<file path="src/rtl/core/assert_macros.svh">
// Assertion macros used by the scheduler datapath.
// Depends on nothing; assertions are compiled out when SYNTHESIS is set.
`ifndef ASSERT_MACROS_SVH
`define ASSERT_MACROS_SVH
`ifndef SYNTHESIS
`define DHRS_ASSERT_ALWAYS(lbl, clk, rst, expr) \
   lbl: assert property (@(posedge clk) disable iff (rst) (expr)) \
      else $error("assertion failed");
`define DHRS_ASSERT_IMPLY(lbl, clk, rst, ante, cons) \
   lbl: assert property (@(posedge clk) disable iff (rst) (ante) |-> (cons)) \
      else $error("assertion failed");
`else
`define DHRS_ASSERT_ALWAYS(lbl, clk, rst, expr)
`define DHRS_ASSERT_IMPLY(lbl, clk, rst, ante, cons)
`endif
`endif

</file>
<file path="src/rtl/core/dhrs_pkg.sv">
// Types and constants of the disk head request scheduler.
// Used by the controller, the datapath and the top level.
`timescale 1ns / 1ps
package dhrs_pkg;
   localparam int ID_W   = 7;
   localparam int ARR_W  = 17;
   localparam int TRK_W  = 14;
   localparam int TIME_W = 21;
   localparam int SUM_W  = 28;
   localparam int POL_W  = 3;

   localparam logic [POL_W-1:0] POL_FIFO  = 3'd0;
   localparam logic [POL_W-1:0] POL_SSTF  = 3'd1;
   localparam logic [POL_W-1:0] POL_LOOK  = 3'd2;
   localparam logic [POL_W-1:0] POL_CLOOK = 3'd3;
   localparam logic [POL_W-1:0] POL_FLOOK = 3'd4;

   localparam logic OP_SUBMIT = 1'b0;
   localparam logic OP_STEP   = 1'b1;

   localparam logic REG_POLICY      = 1'b0;
   localparam logic REG_START_TRACK = 1'b1;

   localparam logic [1:0] OUT_IDLE     = 2'd0;
   localparam logic [1:0] OUT_SERVICE  = 2'd1;
   localparam logic [1:0] OUT_FINISHED = 2'd2;

   typedef struct packed {
      logic [ID_W-1:0]  id;
      logic [ARR_W-1:0] arr;
      logic [TRK_W-1:0] trk;
   } entry_type;

   typedef enum logic [3:0] {
      S_IDLE, S_ADM_RD, S_ADM_CHK, S_SWAP_CHK, S_SWAP,
      S_DECIDE, S_SCAN, S_SERVE, S_COMPACT
   } state_type;

   typedef enum logic [1:0] {P_SWAP, P_SCAN, P_COMP} pipe_kind_type;
   typedef enum logic [1:0] {M_FIRST, M_NEAR, M_DIR, M_MIN} scan_mode_type;

   typedef struct packed {
      logic          submit;
      logic          begin_step;
      logic          fut_rd;
      logic          admit;
      logic          pipe_start;
      logic          pipe_run;
      pipe_kind_type kind;
      scan_mode_type mode;
      logic          swap_done;
      logic          flip_dir;
      logic          emit_idle;
      logic          emit_fin;
      logic          serve;
      logic          compact_done;
   } cmd_type;

   typedef struct packed {
      logic fut_pending;
      logic fut_due;
      logic act_empty;
      logic stg_empty;
      logic pipe_done;
      logic best_valid;
   } status_type;

   typedef struct packed {
      logic [1:0]        outcome;
      logic [ID_W-1:0]   served_id;
      logic [TIME_W-1:0] start_time;
      logic [TIME_W-1:0] end_time;
      logic [TRK_W-1:0]  from_track;
      logic [TRK_W-1:0]  to_track;
      logic [TIME_W-1:0] wait_time;
      logic              sweep_down;
      logic [TIME_W-1:0] total_movement;
      logic [SUM_W-1:0]  total_wait;
      logic [SUM_W-1:0]  total_turnaround;
      logic [TIME_W-1:0] max_wait_seen;
   } rsp_type;
endpackage

</file>
<file path="src/rtl/core/dhrs_ctrl.sv">
// Sequencer of the scheduler: admission, list swap, scan, service, compaction.
// Depends on dhrs_pkg; drives the datapath through cmd_type.
`timescale 1ns / 1ps
module dhrs_ctrl (
   input  logic                         clock,
   input  logic                         reset,
   input  logic                         start,
   input  logic                         req_operation,
   input  logic [dhrs_pkg::POL_W-1:0]   policy,
   input  dhrs_pkg::status_type         status,
   output dhrs_pkg::cmd_type            cmd,
   output logic                         busy
);
   import dhrs_pkg::*;

   state_type state_ff, state_in;

   always_ff @(posedge clock) begin
      if (reset) begin
         state_ff <= S_IDLE;
      end else begin
         state_ff <= state_in;
      end
   end

   always_comb begin
      cmd      = '0;
      cmd.kind = P_SCAN;
      cmd.mode = M_FIRST;
      state_in = state_ff;
      case (state_ff)
         S_IDLE: begin
            if (start) begin
               if (req_operation == OP_STEP) begin
                  cmd.begin_step = 1'b1;
                  state_in = S_ADM_RD;
               end else begin
                  cmd.submit = 1'b1;
               end
            end
         end
         S_ADM_RD: begin
            if (status.fut_pending) begin
               cmd.fut_rd = 1'b1;
               state_in = S_ADM_CHK;
            end else begin
               state_in = S_SWAP_CHK;
            end
         end
         S_ADM_CHK: begin
            if (status.fut_due) begin
               cmd.admit = 1'b1;
               state_in = S_ADM_RD;
            end else begin
               state_in = S_SWAP_CHK;
            end
         end
         S_SWAP_CHK: begin
            if (status.act_empty && !status.stg_empty) begin
               cmd.pipe_start = 1'b1;
               cmd.kind = P_SWAP;
               state_in = S_SWAP;
            end else begin
               state_in = S_DECIDE;
            end
         end
         S_SWAP: begin
            if (status.pipe_done) begin
               cmd.swap_done = 1'b1;
               state_in = S_DECIDE;
            end else begin
               cmd.pipe_run = 1'b1;
               cmd.kind = P_SWAP;
            end
         end
         S_DECIDE: begin
            if (status.act_empty) begin
               if (status.fut_pending) begin
                  cmd.emit_idle = 1'b1;
               end else begin
                  cmd.emit_fin = 1'b1;
               end
               state_in = S_IDLE;
            end else begin
               cmd.pipe_start = 1'b1;
               cmd.kind = P_SCAN;
               if (policy == POL_SSTF) begin
                  cmd.mode = M_NEAR;
               end else if (policy == POL_LOOK || policy == POL_FLOOK ||
                            policy == POL_CLOOK) begin
                  cmd.mode = M_DIR;
               end else begin
                  cmd.mode = M_FIRST;
               end
               state_in = S_SCAN;
            end
         end
         S_SCAN: begin
            cmd.kind = P_SCAN;
            if (status.pipe_done) begin
               if (status.best_valid) begin
                  state_in = S_SERVE;
               end else if (policy == POL_CLOOK) begin
                  // Nothing above the head: wrap to the lowest track.
                  cmd.pipe_start = 1'b1;
                  cmd.mode = M_MIN;
               end else begin
                  // End of the sweep: reverse and look again.
                  cmd.flip_dir = 1'b1;
                  cmd.pipe_start = 1'b1;
                  cmd.mode = M_DIR;
               end
            end else begin
               cmd.pipe_run = 1'b1;
            end
         end
         S_SERVE: begin
            cmd.serve = 1'b1;
            cmd.pipe_start = 1'b1;
            cmd.kind = P_COMP;
            state_in = S_COMPACT;
         end
         S_COMPACT: begin
            cmd.kind = P_COMP;
            if (status.pipe_done) begin
               cmd.compact_done = 1'b1;
               state_in = S_IDLE;
            end else begin
               cmd.pipe_run = 1'b1;
            end
         end
         default: begin
            state_in = S_IDLE;
         end
      endcase
   end

   assign busy = (state_ff != S_IDLE);
endmodule

</file>
<file path="config.mk">
export PLATFORM = sky130hd
export DESIGN_NAME = dhrs_ctrl
export DESIGN_NICKNAME = d
export VERILOG_FILES = /design/src/rtl/core/assert_macros.svh /design/src/rtl/core/dhrs_pkg.sv /design/src/rtl/core/dhrs_ctrl.sv
export SDC_FILE = /design/constraint.sdc
export NUM_CORES = 1
export LEC_CHECK = 0
export ABC_AREA = 1
export BUFFER_PORTS_ARGS = -buffer_cell sky130_fd_sc_hd__buf_2
export CORE_AREA = 2 2 39 41
export CTS_CLUSTER_SIZE = 16
export DETAILED_ROUTE_END_ITERATION = 8
export DIE_AREA = 0 0 41 43
export GPL_ROUTABILITY_DRIVEN = 1
export PLACE_DENSITY = 0.79
export SKIP_LAST_GASP = 1
export SLEW_MARGIN = 20
export SYNTH_ARGS = -nofsm -noshare
export SYNTH_HDL_FRONTEND = slang
export SYNTH_SLANG_ARGS = --single-unit
</file>
<file path="constraint.sdc">
create_clock -name clock -period 1.2 [get_ports clock]
set_clock_uncertainty 0.05 [all_clocks]
set_input_delay 0 -clock clock [delete_from_list [all_inputs] [get_ports clock]]
set_output_delay 0 -clock clock [all_outputs]
set_load 0.03 [all_outputs]
</file>
==> metrics.txt <==
status complete, but fails checks; failing checks setup timing; syn_area_per_cell 5.583 µm²; reg2reg start state_ff[3]; GRT Total Usage 23.67%; WP data arrival 1.47 ns; global-route wire length before repair slightly below 3 mm; Reg-to-Reg End state_ff[0]; post-synth net total 93; CTS tree done; r2r setup slk -0.13 ns; area grow syn2layout 140.9%; vias 734; most flop-heavy register state_ff; Max Cap Viol 0; Flop pwr share roughly a fifth; Largest register FFs 4; I/O pins 30; Final ANT Viol Nets 0; Sw Ratio roughly 45%; # port buffers 29; pin count of the biggest net entering global routing 8; internal cell power 0.4840 mW; Main synth FF type dfxtp_1; GRT overflow 0; sequential element share of the synthesized area between 10% and 20%; Power Total 0.8723 mW; LEAKAGE 0.5084 nW; Post-synth EDFFs 0; GPL Wtd Cong 0.8626; Tmin final around 1.5 ns; FFs w/ async S/R, synth 0%; layout cells sized above 1 between 70% and 80%; Starting DRT DRC Count 14; top post-synthesis cells by area dfxtp_1 (18%), nor2_1 (12%), inv_1 (11%); Site Rows 14; count leader, synth nor2_1; hpwl dp between 1 and 1.5 mm; TritonCTS Buffers 3; Post-Route WL about 2.0 mm; critical path fanouts, max 4; worst r2r path cells 9; final setup fails 19; Synth Register Bits 4; critical-path cell list inv_4 > nor2_4 > nand3b_1 > or2_4 > o21ai_4 > buf_6; Crit-path slowest cell dfxtp_4; Die W around 41 µm; CTS max path bufs 2; Worst Max-Slew Pin Slew around 0.22 ns; most instantiated cells after synthesis nor2_1 (14), inv_1 (13), nand2_1 (13); antenna violations before repair 0; Hold EP state_ff[2]; Crit Path Class reg -> out; Post-Synthesis Cell Area 446.7 µm²; DR pass1 iterations 4; min-delay worst type in -> reg; Worst-path clk slew ~0.040 ns; Yosys top cell by area dfxtp_1; diode count 0; Hold Slack 0.08425 ns; htree depth 1; DR vias/cell between 4 and 5; Clock Tree Root clkbuf_4; Core Util, Final just under 80%; worst path bufs/invs 2; DRC viols 0; YS warnings 0; Peak VDD IR 912.8 µV; Final Max Slew Viols 0; CP endpoint kind output pin; maximum clock frequency about 660 MHz; Comb pwr share between 50 and 60%; net switching power a little under 0.4 mW; core area 0.001384 mm²; clock sinks 4; hold-critical path depth 4; Synth cell types 21; vias in the first global route 694; Largest regs state_ff (4); Clk pwr share around 21%; Hold Path Origin status[3]; Worst slew margin 85.24%; post-route setup TNS -3.615 ns; part of the cycle the worst path needs 127.0%; fin nets 147; Starting Density around 32%; Worst Slack Setup Final -0.3240 ns; CP Launch Type flip-flop; Fillers between 70 and 80; latest clock arrival within the worst-skew pair ~0.25 ns; cells after synthesis 80; CP required ~1.2 ns; WL per Instance approximately 14 µm; critical path's largest stage delay 0.36 ns; RSZ-0062 raised after global routing true; DIE AREA between 0.0015 and 0.002 mm²; Top delay family on crit path simple AND/OR/NAND/NOR gates; Stages on worst setup path 6; share of the synthesized area in the top cell type around 18%; power per cell area 810.7 mW/mm²; die height around 43 µm; final hold viol count 0
[worst reg2reg max path, stage by stage (launching register included)]
cell	delay (ns)
dfxtp_4	0.36
buf_6	0.12
inv_6	0.06
buf_4	0.11
nand3_4	0.09
a21oi_4	0.18
buf_4	0.13
nor2_2	0.03
nand2_1	0.05
nor2_1	0.04
[placed cells by master, fill, tap and decap left out, drive strengths merged]
cell type / instances
a21oi: 2
a31oi: 1
buf: 48
clkbuf: 3
clkinv: 1
dfxtp: 4
dlygate4sd3: 1
inv: 16
nand2: 13
nand3: 9
nand3b: 2
nor2: 19
nor3: 4
nor3b: 1
o211ai: 2
o21ai: 5
or2: 1
[routing by layer]
| metal | part of all wire (%) | wire length, µm | up-vias | GRT usage (%) |
|---|---|---|---|---|
| li1 | - | - | 357 | - |
| met1 | 41 | 835 | 346 | 28.85 |
| met2 | 52 | 1052 | 26 | 38.44 |
| met3 | 5.8 | 118 | 5 | 7.330 |
| met4 | 0.94 | 19 | 0 | 6.000 |
| met5 | 0 | 0 | - | 0 |
[timing repair]
action / CTS / global route
endpoints found under the setup margin: 17 / 20
hold buffers: 1 / 0
hold endpoints to repair: 4 / 0
setup buffers: 6 / 7
pin swaps: 8 / 13
resized for setup: 44 / 20
[cell families after synthesis]
family                 after synthesis  synth area share, %
DFF                                  4                17.93
buffers and inverters               17                14.29
and+or+nand+nor                     49                53.50
AOI/OAI and AO/OA                   10                14.28
[area by class of cell]
type | instances | area (µm²) | area share [%]
Clock buffer | 3 | 22.52 | 2.093
Inverter | 17 | 71.32 | 6.628
Multi-Input combinational cell | 59 | 459.2 | 42.67
Sequential cell | 4 | 95.09 | 8.837
Tap cell | 16 | 20.02 | 1.860
Timing Repair Buffer | 49 | 407.9 | 37.91
[power groups by stage]
stage | combinational, mW | sequential, mW | clock [mW]
floorplan | 0.223 | 0.182 | 0
global placement | 0.332 | 0.179 | 0
detailed placement | 0.341 | 0.180 | 0
CTS | 0.442 | 0.181 | 0.183
global route | 0.539 | 0.187 | 0.191
finish | 0.507 | 0.185 | 0.180
[through the flow]
step / cells / area (µm²) / setup WS, ns
floorplan: 80 / 523.0 / -0.1285
global placement: 132 / 740.7 / -0.006669
detailed placement: 132 / 740.7 / -0.03928
CTS: 142 / 960.9 / -0.2611
global route: 148 / 1076 / -0.3988
finish: 148 / 1076 / -0.3240
[how the worst max path moves through the flow]
stage	startpoint	slack, ns	endpoint
2_1_floorplan	state_ff[2]	-0.13	cmd[2]
5_1_grt	state_ff[2]	-0.40	cmd[11]
6_report	state_ff[1]	-0.32	cmd[6]
3_5_place_dp	state_ff[0]	-0.04	cmd[6]
4_1_cts	state_ff[2]	-0.26	cmd[11]
3_3_place_gp	state_ff[2]	-0.007	cmd[6]
Power figures use the tool's default switching activity.
